==> src/rtl/core/csvp_pkg.sv <==
// ----------------------------------------------------------------------------
// csvp_pkg
// Shared codes, types and character helpers for the CSV integer field parser.
// ----------------------------------------------------------------------------
package csvp_pkg;

  // parse phases
  localparam logic [2:0] PH_LEAD  = 3'd0;
  localparam logic [2:0] PH_SIGN  = 3'd1;
  localparam logic [2:0] PH_ZERO  = 3'd2;
  localparam logic [2:0] PH_DEC   = 3'd3;
  localparam logic [2:0] PH_HEX   = 3'd4;
  localparam logic [2:0] PH_TRAIL = 3'd5;
  localparam logic [2:0] PH_DRAIN = 3'd6;

  // result status codes
  localparam logic [2:0] ST_OK_COMMA = 3'd0;
  localparam logic [2:0] ST_OK_END   = 3'd1;
  localparam logic [2:0] ST_EMPTY    = 3'd2;
  localparam logic [2:0] ST_BAD      = 3'd3;
  localparam logic [2:0] ST_END_FAIL = 3'd4;

  // characters of interest
  localparam logic [7:0] CH_NUL   = 8'h00;
  localparam logic [7:0] CH_COMMA = 8'h2C;
  localparam logic [7:0] CH_MINUS = 8'h2D;
  localparam logic [7:0] CH_ZERO  = 8'h30;
  localparam logic [7:0] CH_X_UP  = 8'h58;
  localparam logic [7:0] CH_X_LO  = 8'h78;

  // per-field parse state
  typedef struct packed {
    logic [2:0]  phase;
    logic [31:0] acc;
    logic        neg;
  } parse_state_t;

  // what one byte produces
  typedef struct packed {
    logic        emit;
    logic [31:0] value;
    logic [2:0]  status;
  } parse_result_t;

  localparam parse_state_t STATE_RESET = '{phase: PH_LEAD, acc: 32'd0, neg: 1'b0};

  function automatic logic is_ws(input logic [7:0] c);
    return (c == 8'd32) || (c >= 8'd9 && c <= 8'd13);
  endfunction

  function automatic logic is_dig(input logic [7:0] c);
    return (c >= 8'd48) && (c <= 8'd57);
  endfunction

  function automatic logic is_hex_letter(input logic [7:0] c);
    return (c >= 8'd65 && c <= 8'd70) || (c >= 8'd97 && c <= 8'd102);
  endfunction

endpackage

==> src/rtl/core/csvp_step.sv <==
// ----------------------------------------------------------------------------
// csvp_step
// Next-state and result logic for one text byte of the field parser.
// ----------------------------------------------------------------------------
module csvp_step (
  input  logic [7:0]             char_in,
  input  csvp_pkg::parse_state_t cur,
  output csvp_pkg::parse_state_t nxt,
  output csvp_pkg::parse_result_t res
);
  import csvp_pkg::*;

  logic        ws, dig, hexd, nul;
  logic [3:0]  hv;
  logic [31:0] sval, acc_dec, acc_hex;
  logic        do_start, do_dec, do_trail;

  // character classes and candidate accumulator values
  assign ws      = is_ws(char_in);
  assign dig     = is_dig(char_in);
  assign hexd    = dig || is_hex_letter(char_in);
  assign nul     = (char_in == CH_NUL);
  // letters A-F / a-f carry value (low nibble + 9)
  assign hv      = dig ? char_in[3:0] : (char_in[3:0] + 4'd9);
  assign acc_dec = {cur.acc[28:0], 3'b000} + {cur.acc[30:0], 1'b0} + {28'd0, char_in[3:0]};
  assign acc_hex = {cur.acc[27:0], hv};
  assign sval    = cur.neg ? (32'd0 - cur.acc) : cur.acc;

  always_comb begin
    nxt      = cur;
    res      = '{emit: 1'b0, value: 32'd0, status: ST_OK_COMMA};
    do_start = 1'b0;
    do_dec   = 1'b0;
    do_trail = 1'b0;

    // phase dispatch
    unique case (cur.phase)
      PH_SIGN: do_start = 1'b1;
      PH_ZERO: begin
        if (char_in == CH_X_LO || char_in == CH_X_UP) nxt.phase = PH_HEX;
        else do_dec = 1'b1;
      end
      PH_DEC: do_dec = 1'b1;
      PH_HEX: begin
        if (hexd) nxt.acc = acc_hex;
        else do_trail = 1'b1;
      end
      PH_TRAIL: do_trail = 1'b1;
      PH_DRAIN: begin
        if (nul) begin
          nxt = STATE_RESET;
          res = '{emit: 1'b1, value: 32'd0, status: ST_END_FAIL};
        end
      end
      default: begin
        // leading whitespace; unused code lands here too
        nxt.phase = PH_LEAD;
        if (ws) begin
          nxt.phase = PH_LEAD;
        end else if (char_in == CH_MINUS) begin
          nxt.neg   = 1'b1;
          nxt.phase = PH_SIGN;
        end else begin
          do_start = 1'b1;
        end
      end
    endcase

    // first byte after the optional sign
    if (do_start) begin
      if (nul) begin
        nxt = STATE_RESET;
        res = '{emit: 1'b1, value: 32'd0, status: ST_EMPTY};
      end else if (char_in == CH_ZERO) begin
        nxt.phase = PH_ZERO;
      end else begin
        do_dec = 1'b1;
      end
    end

    // decimal digit accumulation
    if (do_dec) begin
      if (dig) begin
        nxt.acc   = acc_dec;
        nxt.phase = PH_DEC;
      end else begin
        do_trail = 1'b1;
      end
    end

    // byte after the number part
    if (do_trail) begin
      if (ws) begin
        nxt.phase = PH_TRAIL;
      end else if (char_in == CH_COMMA) begin
        nxt = STATE_RESET;
        res = '{emit: 1'b1, value: sval, status: ST_OK_COMMA};
      end else if (nul) begin
        nxt = STATE_RESET;
        res = '{emit: 1'b1, value: sval, status: ST_OK_END};
      end else begin
        nxt.phase = PH_DRAIN;
        res = '{emit: 1'b1, value: sval, status: ST_BAD};
      end
    end
  end

endmodule

==> src/rtl/core/csv_integer_field_parser_unit.sv <==
// ----------------------------------------------------------------------------
// csv_integer_field_parser_unit
// Parses comma-separated signed decimal / hex integers from a byte stream.
// ----------------------------------------------------------------------------
// Usage:
//   Input channel: char_in with char_valid / char_stall. One text byte per
//   request; byte 0 ends the string. A byte is taken when char_valid is high
//   and char_stall is low.
//   Output channel: value / status with result_valid / result_stall. One
//   result request per comma, terminator or bad character (in the drain
//   phase, per terminator only); other bytes produce nothing.
//   Result path: an accepted byte lands in the input register, and the
//   parse logic then loads the result register from it (see Stall for
//   when a byte waits there).
//   Throughput: one byte per cycle while char_stall is low. The parse step is a single pass over the
//   registered byte and the field state (one 32-bit multiply-by-10 add).
//   Stall: while result_stall holds a result, bytes that produce no result
//   keep flowing; a byte that would produce one waits in the input register
//   and raises char_stall until the result register frees up.
//   Reset (rst, synchronous): both channels empty, field state cleared to
//   the leading-whitespace phase.
// ----------------------------------------------------------------------------
module csv_integer_field_parser_unit (
  input  logic               clk,
  input  logic               rst,
  input  logic               char_valid,
  output logic               char_stall,
  input  logic [7:0]         char_in,
  output logic               result_valid,
  input  logic               result_stall,
  output logic signed [31:0] value,
  output logic [2:0]         status
);
  import csvp_pkg::*;

  logic          s1_valid;
  logic [7:0]    s1_char;
  parse_state_t  pstate, pstate_next;
  parse_result_t res;
  logic          out_free, s1_go, char_fire;

  // per-byte parse logic
  csvp_step u_step (
    .char_in (s1_char),
    .cur     (pstate),
    .nxt     (pstate_next),
    .res     (res)
  );

  // handshake
  assign out_free   = !result_valid || !result_stall;
  assign s1_go      = s1_valid && (!res.emit || out_free);
  assign char_stall = s1_valid && !s1_go;
  assign char_fire  = char_valid && !char_stall;

  // control state
  always_ff @(posedge clk) begin
    if (rst) begin
      s1_valid     <= 1'b0;
      result_valid <= 1'b0;
      pstate       <= STATE_RESET;
    end else begin
      if (s1_go) pstate <= pstate_next;
      if (char_fire) s1_valid <= 1'b1;
      else if (s1_go) s1_valid <= 1'b0;
      if (s1_go && res.emit) result_valid <= 1'b1;
      else if (!result_stall) result_valid <= 1'b0;
    end
  end

  // payload registers
  always_ff @(posedge clk) begin
    if (char_fire) s1_char <= char_in;
    if (s1_go && res.emit) begin
      value  <= res.value;
      status <= res.status;
    end
  end

`ifndef SYNTH
  // a clean field end returns the field state to reset
  a_clear_after_end: assert property (@(posedge clk) disable iff (rst)
    (s1_go && res.emit && res.status != ST_BAD) |=>
      (pstate.phase == PH_LEAD && pstate.acc == 32'd0 && !pstate.neg))
    else $error("field state not cleared after result");

  // a bad character moves to drain
  a_bad_drains: assert property (@(posedge clk) disable iff (rst)
    (s1_go && res.emit && res.status == ST_BAD) |=> (pstate.phase == PH_DRAIN))
    else $error("bad character did not enter drain");

  // while draining, only the terminator reports
  a_drain_result: assert property (@(posedge clk) disable iff (rst)
    (s1_valid && pstate.phase == PH_DRAIN && res.emit) |->
      (res.status == ST_END_FAIL && s1_char == CH_NUL))
    else $error("unexpected result while draining");

  // the sign flag never survives into the leading phase
  a_neg_phase: assert property (@(posedge clk) disable iff (rst)
    pstate.neg |-> (pstate.phase != PH_LEAD))
    else $error("sign set in leading phase");

  // a waiting byte only stalls when it has a result to deliver
  a_stall_cause: assert property (@(posedge clk) disable iff (rst)
    char_stall |-> (res.emit && result_valid && result_stall))
    else $error("input stalled without a blocked result");
`endif

endmodule
==> config.mk <==
export PLATFORM = sky130hd
export DESIGN_NAME = csv_integer_field_parser_unit
export DESIGN_NICKNAME = d
export VERILOG_FILES = /design/src/rtl/core/csvp_pkg.sv /design/src/rtl/core/csvp_step.sv /design/src/rtl/core/csv_integer_field_parser_unit.sv
export SDC_FILE = /design/constraint.sdc
export NUM_CORES = 1
export LEC_CHECK = 0
export BUFFER_PORTS_ARGS = -buffer_cell sky130_fd_sc_hd__buf_2
export CAP_MARGIN = 20
export CORE_MARGIN = 3
export CORE_UTILIZATION = 56
export DETAILED_ROUTE_END_ITERATION = 7
export HOLD_SLACK_MARGIN = 0.08
export PLACE_DENSITY = 0.78
export SETUP_SLACK_MARGIN = 0.3
export SYNTH_ARGS = -nofsm -noshare
export SYNTH_HDL_FRONTEND = slang
export SYNTH_HIERARCHICAL = 1
export SYNTH_SLANG_ARGS = --single-unit
==> constraint.sdc <==
create_clock -name clk -period 3.9 [get_ports clk]
set_input_delay 0.195 -clock clk [delete_from_list [all_inputs] [get_ports clk]]
set_output_delay 0.195 -clock clk [all_outputs]
set_load 0.005 [all_outputs]
Word-level counts from Yosys, hierarchy flattened

Cells that the tools add are included.

Add/subtract/negate cells: 4
$mul: 0
Divide/modulo/power cells: 0
$lt $le $gt $ge: 8
Eq/ne operators: 13
Shift operators: 0
Mux-type cells: 49
Bitwise logic cells: 0
Reductions and logical operators: 24

Operators by type and width:

| kind                                                                                | number |
|---|---|
| 36-bit 2-to-1 mux                                                                   | 11 |
| 33-bit 2-to-1 mux                                                                   | 3 |
| 35-bit 2-to-1 mux                                                                   | 2 |
| 32-bit 2-to-1 mux                                                                   | 2 |
| 32-bit one-hot mux with 2 select lines                                              | 1 |
| 32-bit adder                                                                        | 1 |
| 32-bit by 4-bit adder with 32-bit output                                            | 1 |
| 8-bit by 6-bit equality test with 1-bit output, second input constant               | 4 |
| 1-bit by 32-bit subtractor with 32-bit output, first input constant                 | 1 |
| 3-bit 2-to-1 mux                                                                    | 6 |
| 8-bit by 7-bit equality test with 1-bit output, second input constant               | 2 |
| 8-bit by 7-bit greater-or-equal comparator with 1-bit output, second input constant | 2 |
| 8-bit by 7-bit less-or-equal comparator with 1-bit output, second input constant    | 2 |
| 1-bit 2-to-1 mux                                                                    | 16 |
| 5-bit OR reduction                                                                  | 2 |
| 3-bit equality test, second input constant                                          | 3 |
| 3-bit one-hot mux with 3 select lines                                               | 1 |
| 8-bit by 4-bit greater-or-equal comparator with 1-bit output, second input constant | 1 |
| 8-bit by 6-bit greater-or-equal comparator with 1-bit output, second input constant | 1 |
| 8-bit by 4-bit less-or-equal comparator with 1-bit output, second input constant    | 1 |
| 8-bit by 6-bit less-or-equal comparator with 1-bit output, second input constant    | 1 |
| 1-bit logical AND                                                                   | 8 |
| 8-bit logical NOT                                                                   | 1 |
| 1-bit one-hot mux with 2 select lines                                               | 4 |
| other kinds (10)                                                                    | 21 |

Register bits: 81
Bits in latches: 0
Memory bits (writable): 0
ROM bits: 0
Bits of input ports: 12
Word-level logic and storage cells: 106
Memories: 0

Depth between registers and ports, before layout

Gate-level depths: netlist of the first run.

Depth in word-level cells: 17
Mapped depth: 15

Hierarchy

The synthesis of the first run kept the hierarchy.

By module, submodules not included:

| module                        | instances | cells each | area an instance (µm²) | sequential area each (µm²) |
|---|---|---|---|---|
| csvp_step                     | 1         | 620        | 4145.2                 | 0.0 |
| csv_integer_field_parser_unit | 1         | 211        | 3021.6                 | 2052.0 |

Worst setup path after synthesis of the first run

OpenSTA, ideal clock, no wires.

Path type: register to register
Start point: reg s1_char[0]
End point: reg status[0], enable pin
Library setup time: 395 ps
Arrival: 3734 ps
Path slack: -230 ps
Cell stages (with the launch flop): 16
Buffers on the path: 4
Cells stage by stage: edfxtp_1 inv_1 ha_1 buf_6 nor3b_2 o211ai_1 a32oi_1 or3_1 a21o_1 buf_6 inv_1 or3_1 a31oi_2 buf_6 buf_12 and2_1

RTL lines:

| element                | line                                | RTL |
|---|---|---|
| start, declared        | csv_integer_field_parser_unit.sv:37 | `logic [7:0] s1_char;` |
| start signal, assigned | csv_integer_field_parser_unit.sv:73 | `if (char_fire) s1_char <= char_in;` |
| end signal, assigned   | csv_integer_field_parser_unit.sv:76 | `status <= res.status;` |
| end, declared          | csv_integer_field_parser_unit.sv:32 | `output logic [2:0] status` |

==> run_results.csv, run 1 <==
group,metric,value,unit
run_status,status,"completed",
critical_path,cp.arrival,3.80,ns
critical_path,max_stage_delay,0.49,ns
synthesis,synth-edff-count,43,
grt,gr-total-overflow,0,
finish,multi_input_area,4870,um2
clock_network,cts_max_level,3,
flow_run,drv_cap,0,
critical_path,path_delay_family,"compound AO/OA/AOI/OAI gates",
finish,insertedDiodeCount,0,
finish,seqCellArea,2050,um2
synthesis,ys_seq_area_frac,0.286,
synthesis,ys.flop_type,"edfxtp_1",
floorplanning,coreArea,12300,um2
clock_network,clock_latency,0.35,ns
grt,grt_first_pass_wirelength,30000,um
clock_network,cts_tree,"yes",
routing,drt-initial-drc-count,638,
grt,grt_max_degree,75,
sta,slew_violations,0,
finish,final_core_util,0.666,
placed_design,post-place-ws,0.0535,ns
critical_path,critical_path_buf_inv_count,2,
finish,final_common_cell,"nor2_1",
synthesis,ys_seq_elements,81,
synthesis,syn_area,7170,um2
synthesis,syn_area_per_cell,8.62,um2
critical_path,slowest_stage,"edfxtp_1",
sta,setup_tns,0,ns
placed_design,dp_hpwl,12600,um
clock_network,clk_pin_slew,0.06,ns
synthesis,netlist_instances,831,
power,total_power,2010,uW
sta,rsz0062_at_grt,"no",
clock_network,cts_made_buffers,9,
sta,finClkSkew,0.0107,ns
grt,grt_pass1_vias,6166,
sta,setup_viol,0,
critical_path,r2r_cells,15,
floorplanning,die_h,119,um
placed_design,place.gp.congestion,0.957,
finish,nets,966,
critical_path,required,4.18,ns
floorplanning,dieArea,14200,um2
grt,track_usage,0.255,
worst_hold_path,hold_path.startpoint,"char_valid",
routing,ant_nets,0,
sta,worst_pin_slew,0.929,ns
sta,finalCritPeriodShare,0.904,
worst_hold_path,worstHoldPathCells,3,
worst_hold_path,min_to,"s1_valid$_SDFFE_PP0P_",
critical_path,path_max_fanout,6,
critical_path,endpoint_kind,"flip-flop",
critical_path,r2r_setup_slack,0.37,ns
power,p_leak,0.00349,uW
critical_path,r2r_end,"pstate[31]$_SDFFE_PP0P_",
floorplanning,io_pins,49,
sta,slew_headroom,0.381,
sta,fin_crit,3.53,ns
floorplanning,die_x,119,um
grt,antenna_found_initial,0,
sta,final-hold-violation-count,0,
finish,areaGrowthSynthToFinish,14.0,%
placed_design,port_buffers,48,
routing,routedWlPerCell,17.6,um
synthesis,synth.net_count,907,
routing,drcViolationCount,0,
routing,drt_pre_antenna_iters,6,
clock_network,cts-root-buf,"clkbuf_16",
routing,wirelength,18700,um
power,power_density,246,nW/um2
routing,vias,6626,
synthesis,synth.distinct_cells,66,
critical_path,crit_chain,"ha_1 -> ha_1 -> inv_1 -> fa_1 -> nor2b_1 -> o31a_1 -> o31a_1 -> o31ai_2 -> buf_4 -> a211oi_1 -> o211ai_1 -> a21boi_0 -> o31ai_1 -> nand2b_1 -> mux2i_1",
critical_path,reg2reg_from,"s1_char[2]$_DFFE_PP_",
power,ir_drop,0.180,mV
floorplanning,start_util,0.584,
clock_network,clk_path_buf_depth,2,
routing,via_per_inst,6.23,
critical_path,startpoint,"s1_char[2]$_DFFE_PP_",
synthesis,yosysWarnings,6,
finish,final_cell_mix,"82 x nor2_1, 79 x nand2b_1, 60 x ha_1",
critical_path,worstSetupPathType,"reg -> reg",
critical_path,path_depth,15,
finish,nFillCells,982,
sta,layout_setup_ws,0.374,ns
critical_path,start_kind,"flip-flop",
finish,drive_gt1_frac,0.142,
sta,timing.fmax,284,MHz
worst_hold_path,hold_path.class,"in -> reg",
floorplanning,num_rows,40,
clock_network,cts.sink_count,81,
synthesis,synthArstFlopShare,0,
[where the power goes]
part | total [uW] | internal [uW] | leakage (uW) | switching (uW)
Clock | 765 | 429 | 0.000122 | 337
Sequential | 954 | 932 | 0.000730 | 22.5
Combinational | 293 | 117 | 0.00263 | 177
Total | 2010 | 1480 | 0.00349 | 536
[flip-flops by register name, summed over array words and instances (netlist names)]
register      count
s1_valid          1
result_valid      1
pstate           36
s1_char           8
value            32
status            3
[per-layer routing]
metal	up-vias	global-route usage	wire length (um)
li1	3180	-	-
met1	3111	0.351	8320
met2	294	0.407	8550
met3	41	0.0356	1450
met4	0	0.0970	354
met5	-	0	0
[Yosys cell counts (all sizes together) (5+ instances only)]
cell	count	share of area
or4	7	0.0073
a21oi	47	0.033
o21ai	33	0.023
clkbuf	29	0.015
edfxtp	43	0.18
nor2b	7	0.0061
or3	14	0.012
xor2	34	0.042
inv	27	0.014
ha	62	0.11
nand4	5	0.0044
mux2i	38	0.053
a22oi	33	0.035
nor2	83	0.043
nand3	13	0.0091
o22ai	6	0.0052
a31oi	13	0.012
a21o	11	0.012
o41ai	6	0.0084
o211ai	9	0.010
a211oi	6	0.0080
o21a	6	0.0063
and3	5	0.0044
nand2	35	0.018
dfxtp	38	0.11
buf	19	0.024
xnor2	17	0.021
o31ai	10	0.010
nand2b	79	0.069
nor3	35	0.026
and2	8	0.0070
[tightest hold or removal path: stages]
cell and delay (ns):
buf_2 0.07, inv_1 0.04, a21oi_1 0.10
[how the worst max path moves through the flow]
stage / slack, ns / end
finish: 0.37 / pstate[31]$_SDFFE_PP0P_
global route: 0.30 / pstate[31]$_SDFFE_PP0P_
CTS: 0.36 / pstate[30]$_SDFFE_PP0P_
detailed placement: 0.05 / pstate[30]$_SDFFE_PP0P_
global placement: 0.29 / pstate[7]$_SDFFE_PP0P_
floorplan: 0.33 / status[0]$_DFFE_PP_
[area by class of cell]
cell class | instances | share of cell area
inverters | 27 | 0.0124
multi-input cells | 678 | 0.596
repair buffers | 93 | 0.0818
well taps | 168 | 0.0257
flip-flops and latches | 81 | 0.252
clock inverters | 5 | 0.00398
clock buffers | 11 | 0.0285
[stage by stage]
step                      cell area, um2  cells  hold slack, ns
after CTS                           8030   1059          0.0932
after floorplan                     7170    831           0.294
after detailed placement            7590   1031           0.373
final                               8170   1063          0.0979
after global placement              7590   1031           0.371
after global routing                8170   1063           0.133
[kinds of logic (layout without fill, tap and decap cells)]
logic type | count (synthesis) | count (layout) | share of synthesized area
buffers and inverters | 75 | 136 | 0.0534
adder cells (fa/ha/maj) | 64 | 64 | 0.114
AO/OA/AOI/OAI | 213 | 213 | 0.203
flip-flops | 81 | 81 | 0.286
XOR/XNOR | 51 | 51 | 0.0623
AND/OR/NAND/NOR | 308 | 311 | 0.226
multiplexers | 39 | 39 | 0.0546
[timing repair]
item / 4_1_cts / 5_1_grt
setup buffers: 1 / 2
hold endpoints to repair: 8 / 0
pin swaps: 1 / 3
endpoints found under the setup margin: 71 / 80
hold buffers: 8 / 0
gates cloned: 3 / 1
gates resized for setup: 11 / 14
(Power assumes the default switching activity.)
==> inputs of run 2 (changes only) <==
--- a/config.mk
+++ b/config.mk
@@ -7,11 +7,10 @@
 export LEC_CHECK = 0
 export BUFFER_PORTS_ARGS = -buffer_cell sky130_fd_sc_hd__buf_2
 export CAP_MARGIN = 20
-export CORE_MARGIN = 3
-export CORE_UTILIZATION = 56
+export CORE_UTILIZATION = 25
 export DETAILED_ROUTE_END_ITERATION = 7
 export HOLD_SLACK_MARGIN = 0.08
-export PLACE_DENSITY = 0.78
+export PLACE_DENSITY = 0.4
 export SETUP_SLACK_MARGIN = 0.3
 export SYNTH_ARGS = -nofsm -noshare
 export SYNTH_HDL_FRONTEND = slang
==> run 2 against run 1 <==
  * Worst hold slack better by 0.0029 ns
  * Utilization is 36 points lower
  * Die area up 110%
  * Critical endpoint is now pstate[32]$_SDFFE_PP0P_
  * Largest cell class unchanged
==> run_results.csv, run 2 (synthesized netlist as in run 1, its figures left out) <==
group,metric,value,unit
run_status,status,"completed",
placed_design,dp_hpwl,15100,um
placed_design,port_buffers,48,
clock_network,clk_pin_slew,0.07,ns
placed_design,place.gp.congestion,0.815,
sta,worst_pin_slew,0.773,ns
finish,reg_top3,"pstate x36, value x32, s1_char x8",
routing,dr_wl_met3,472,um
finish,drive_gt1_frac,0.154,
floorplanning,coreArea,28000,um2
floorplanning,dieArea,29300,um2
power,ir_drop,0.184,mV
routing,ant_nets,0,
floorplanning,start_util,0.256,
routing,top_layer,"met4",
sta,timing.fmax,294,MHz
clock_network,clk_path_buf_depth,2,
finish,final_common_cell,"nor2_1",
power,switching_share,0.253,
sta,slew_violations,0,
power,intPower,1700,uW
finish,nets,982,
clock_network,cts-root-buf,"clkbuf_16",
grt,grt_pass1_vias,6395,
power,clock_power_share,0.448,
grt,grt_max_degree,75,
grt,grt_first_pass_wirelength,34400,um
floorplanning,die_h,171,um
finish,insertedDiodeCount,0,
sta,finClkSkew,0.00702,ns
routing,routed-wl-met2,9950,um
sta,slew_headroom,0.484,
critical_path,worstSetupPathType,"reg -> reg",
clock_network,cts_max_level,3,
clock_network,cts_tree,"yes",
sta,layout_setup_ws,0.498,ns
finish,nFillCells,3028,
routing,drcViolationCount,0,
critical_path,required,4.13,ns
routing,drt_pre_antenna_iters,4,
finish,final_cell_mix,"81 x nor2_1, 79 x nand2b_1, 60 x ha_1",
routing,vias,6315,
routing,wirelength,21000,um
critical_path,endpoint_kind,"flip-flop",
clock_network,clock_latency,0.36,ns
sta,setup_viol,0,
power,pwr-share-comb,0.132,
power,p_leak,0.00361,uW
floorplanning,num_rows,61,
floorplanning,io_pins,49,
grt,gr-total-overflow,0,
power,total_power,2270,uW
routing,drt-initial-drc-count,244,
critical_path,start_kind,"flip-flop",
routing,drt-met1-wl,10300,um
critical_path,cp.arrival,3.64,ns
sta,setup_tns,0,ns
grt,track_usage,0.151,
floorplanning,die_x,171,um
sta,finalCritPeriodShare,0.872,
worst_hold_path,hold_path.class,"in -> reg",
clock_network,cts_made_buffers,9,
finish,largest_register_ffs,36,
sta,final-hold-violation-count,0,
finish,regMostFlops,"pstate",
power,pwr-share-seq,0.420,
placed_design,post-place-ws,0.0974,ns
grt,antenna_found_initial,0,
finish,areaGrowthSynthToFinish,20.0,%
power,switching_power,574,uW
critical_path,path_max_fanout,3,
sta,rsz0062_at_grt,"yes",
sta,fin_crit,3.40,ns
routing,via_per_inst,4.90,
routing,routedWlPerCell,16.3,um
clock_network,cts.sink_count,81,
flow_run,drv_cap,0,
power,power_density,264,nW/um2
## run 2: worst paths after layout
| path | start | endpoint | depth (start not counted) | slack, ns |
|---|---|---|---|---|
| hold reg to reg | pstate[32]$_SDFFE_PP0P_ | pstate[32]$_SDFFE_PP0P_ | 2 | 0.53 |
| setup reg to reg | s1_char[3]$_DFFE_PP_ | pstate[32]$_SDFFE_PP0P_ | 14 | 0.50 |
| setup / recovery | s1_char[3]$_DFFE_PP_ | pstate[32]$_SDFFE_PP0P_ | 14 | 0.50 |
| hold / removal | char_valid | s1_valid$_SDFFE_PP0P_ | 3 | 0.10 |
## run 2: cell type report
class / instances / area [um2] / area share
well taps: 378 / 473 / 0.0550
flip-flops and latches: 81 / 2050 / 0.239
inverters: 27 / 101 / 0.0118
multi-input cells: 675 / 4830 / 0.562
clock buffers: 13 / 250 / 0.0291
clock inverters: 3 / 90.1 / 0.0105
repair buffers: 112 / 801 / 0.0931
## run 2: stage by stage
step / cell area (um2) / instances / utilization / hold WS [ns]
CTS: 8460 / 1282 / 0.302 / 0.0923
detailed placement: 8000 / 1256 / 0.286 / 0.374
finish: 8600 / 1289 / 0.307 / 0.101
global route: 8600 / 1289 / 0.307 / 0.116
global placement: 8000 / 1256 / 0.286 / 0.371
floorplan: 7170 / 831 / - / 0.294
## run 2: power groups by stage
stage          Combinational (uW)  Clock (uW)  Sequential (uW)
2_1_floorplan                 192           0              967
3_3_place_gp                  282           0              972
3_5_place_dp                  281           0              972
4_1_cts                       291        1060              953
5_1_grt                       332        1090              956
6_report                      300        1020              952
## run 2: critical path, cell delays in order (launching register included)
cell and delay [ns]:
edfxtp_1 0.35, inv_1 0.09, fa_1 0.61, inv_1 0.06, ha_1 0.28, a21oi_1 0.18
nor2_1 0.11, o2111ai_2 0.22, a31oi_2 0.19, a221oi_4 0.37, o21ai_2 0.12, o2111a_1 0.23
or3_1 0.33, nand2b_1 0.07, mux2i_1 0.06
## run 2: what timing repair did
item	in CTS	in global routing
hold endpoints to repair	8	2
resized for setup	5	16
hold buffers	8	1
pin swaps	1	3
endpoints found under the setup margin	58	72
setup buffers	2	5
cloned	0	0
## run 2: routing by layer
layer / up-vias / GRT usage
li1: 3200 / -
met5: - / 0
met4: 0 / 0.0477
met3: 19 / 0.0219
met1: 3016 / 0.195
met2: 80 / 0.258
==> inputs of run 3 (changes only) <==
--- a/config.mk
+++ b/config.mk
@@ -7,10 +7,12 @@
 export LEC_CHECK = 0
 export BUFFER_PORTS_ARGS = -buffer_cell sky130_fd_sc_hd__buf_2
 export CAP_MARGIN = 20
+export CELL_PAD_IN_SITES_DETAIL_PLACEMENT = 0
+export CELL_PAD_IN_SITES_GLOBAL_PLACEMENT = 1
 export CORE_UTILIZATION = 25
 export DETAILED_ROUTE_END_ITERATION = 7
 export HOLD_SLACK_MARGIN = 0.08
-export PLACE_DENSITY = 0.4
+export PLACE_DENSITY = 0.49
 export SETUP_SLACK_MARGIN = 0.3
 export SYNTH_ARGS = -nofsm -noshare
 export SYNTH_HDL_FRONTEND = slang
==> run 3 against run 2 <==
  * Sequential power hardly changed
  * Cell count increased by 0.54%
  * Via count up 1.7%
  * Final area increased by 0.74%
  * Worst setup slack lost 0.064 ns
  * Worst hold slack worse by 0.015 ns
  * Clock power hardly changed
  * Critical endpoint is now pstate[33]$_SDFFE_PP0P_
  * Largest power group unchanged
==> run_results.csv, run 3 (synthesized netlist as in run 1, its figures left out) <==
group,metric,value,unit
floorplanning,num_rows,61,
critical_path,worstSetupPathType,"reg -> reg",
worst_hold_path,worstHoldPathCells,1,
run_status,status,"completed",
clock_network,cts-root-buf,"clkbuf_16",
placed_design,port_buffers,48,
routing,drcViolationCount,0,
clock_network,cts_made_buffers,9,
routing,ant_nets,0,
grt,track_usage,0.162,
sta,finClkSkew,0.0189,ns
finish,insertedDiodeCount,0,
finish,reg_top3,"pstate x36, value x32, s1_char x8",
sta,setup_viol,0,
power,total_power,2320,uW
grt,grt_first_pass_wirelength,36400,um
clock_network,clk_pin_slew,0.07,ns
worst_hold_path,hold_path.class,"in -> reg",
clock_network,cts.sink_count,81,
finish,regMostFlops,"pstate",
sta,slew_headroom,0.487,
sta,layout_setup_ws,0.434,ns
sta,worst_hold_slack,0.0860,ns
critical_path,startpoint,"s1_char[2]$_DFFE_PP_",
critical_path,r2r_cells,14,
clock_network,clock_latency,0.36,ns
critical_path,endpoint_kind,"flip-flop",
finish,final_cell_mix,"81 x nor2_1, 79 x nand2b_1, 62 x ha_1",
grt,grt_max_degree,75,
floorplanning,coreArea,28000,um2
sta,finalCritPeriodShare,0.889,
sta,timing.fmax,289,MHz
power,ir_drop,0.190,mV
placed_design,place.gp.congestion,0.792,
flow_run,drv_cap,0,
critical_path,start_kind,"flip-flop",
critical_path,reg2reg_from,"s1_char[2]$_DFFE_PP_",
routing,routedWlPerCell,18.6,um
clock_network,clk_path_buf_depth,2,
sta,final-hold-violation-count,0,
finish,nets,989,
placed_design,dp_hpwl,17000,um
critical_path,path_max_fanout,18,
routing,drt-met1-wl,11600,um
finish,nFillCells,2978,
routing,dr_wl_met3,523,um
floorplanning,die_x,171,um
routing,vias,6425,
critical_path,max_stage_delay,0.48,ns
worst_hold_path,min_to,"s1_char[3]$_DFFE_PP_",
critical_path,r2r_end,"pstate[33]$_SDFFE_PP0P_",
finish,stdcell_count,1296,
power,power_density,268,nW/um2
grt,antenna_found_initial,0,
finish,areaGrowthSynthToFinish,20.8,%
finish,drive_gt1_frac,0.163,
worst_hold_path,hold_path.startpoint,"char_in[3]",
critical_path,cp.arrival,3.75,ns
finish,multi_input_area,4840,um2
floorplanning,die_h,171,um
floorplanning,dieArea,29300,um2
routing,top_layer,"met4",
sta,rsz0062_at_grt,"yes",
sta,fin_crit,3.47,ns
floorplanning,io_pins,49,
critical_path,required,4.19,ns
clock_network,cts_tree,"yes",
floorplanning,start_util,0.256,
routing,routed-wl-met2,11600,um
critical_path,slowest_stage,"or3_4",
critical_path,path_common_cell,"buf_4",
finish,seqCellArea,2050,um2
placed_design,post-place-ws,0.279,ns
critical_path,crit_chain,"buf_4 -> buf_4 -> o21bai_1 -> a21oi_1 -> buf_4 -> nor2_1 -> a21oi_1 -> a21o_1 -> inv_1 -> or3_4 -> a31oi_4 -> buf_4 -> clkbuf_16 -> mux2i_1",
routing,wirelength,24100,um
routing,drt_pre_antenna_iters,5,
grt,gr-total-overflow,0,
sta,slew_violations,0,
finish,final_common_cell,"nor2_1",
routing,drt-initial-drc-count,342,
sta,setup_tns,0,ns
clock_network,cts_max_level,3,
routing,via_per_inst,4.96,
critical_path,r2r_setup_slack,0.43,ns
power,p_leak,0.00364,uW
grt,grt_pass1_vias,6247,
sta,worst_pin_slew,0.769,ns
finish,largest_register_ffs,36,
placed_design,place_inst,1264,
==> run 3: changes by cell type in the layout (fill, tap and decap cells not counted), moves of 2 or more <==
cell / previous run / this run
ha_1: 60 / 62
and2_2: 0 / 2
clkbuf_1: 3 / 1
buf_4: 50 / 54
inv_6: 0 / 2
a21oi_2: 1 / 3
ha_2: 2 / 0
and2_4: 1 / 3
a21oi_1: 46 / 44
==> run 3: metal layers <==
metal	global-route usage	vias up
met5	0	-
met4	0.0516	0
met3	0.0129	21
met2	0.279	96
met1	0.214	3090
li1	-	3218
==> run 3: stage by stage <==
step,cell area (um2),utilization
2_1_floorplan,7170,-
3_3_place_gp,8070,0.288
3_5_place_dp,8070,0.288
4_1_cts,8520,0.304
5_1_grt,8660,0.309
6_report,8660,0.309
==> run 3: what timing repair did <==
item,CTS,global route
setup endpoints to repair,2,39
gates resized for setup,2,12
pin swaps,0,7
hold endpoints to repair,8,0
gates cloned,0,4
hold buffers,8,0
buffers inserted,1,2
==> run 3: cell type report <==
cell class	instances	area share
clock buffers	10	0.0264
multi-input cells	678	0.559
inverters	27	0.0117
clock inverters	6	0.0133
well taps	378	0.0546
flip-flops and latches	81	0.237
repair buffers	116	0.0982
==> run 3: worst max-delay path by stage <==
stage	to	slack (ns)	depth (start not counted)
after global routing	pstate[34]$_SDFFE_PP0P_	0.29	13
final	pstate[33]$_SDFFE_PP0P_	0.43	14
after global placement	pstate[27]$_SDFFE_PP0P_	0.31	15
after floorplan	status[0]$_DFFE_PP_	0.33	15
after CTS	pstate[27]$_SDFFE_PP0P_	0.33	15
after detailed placement	pstate[27]$_SDFFE_PP0P_	0.28	15
==> run 3: where the power goes <==
part           switching [uW]  total (uW)  internal, uW
Clock                     409        1040           632
Combinational             202         326           124
Sequential               21.4         952           931
Total                     632        2320          1690
==> run 3: critical path: cells and delay by family (launching register included) <==
family	cells	cell delay, ns
AO/OA/AOI/OAI	5	1.15
buffers and inverters	6	1.03
multiplexers	1	0.20
AND/OR/NAND/NOR	2	0.52
flip-flops	1	0.47
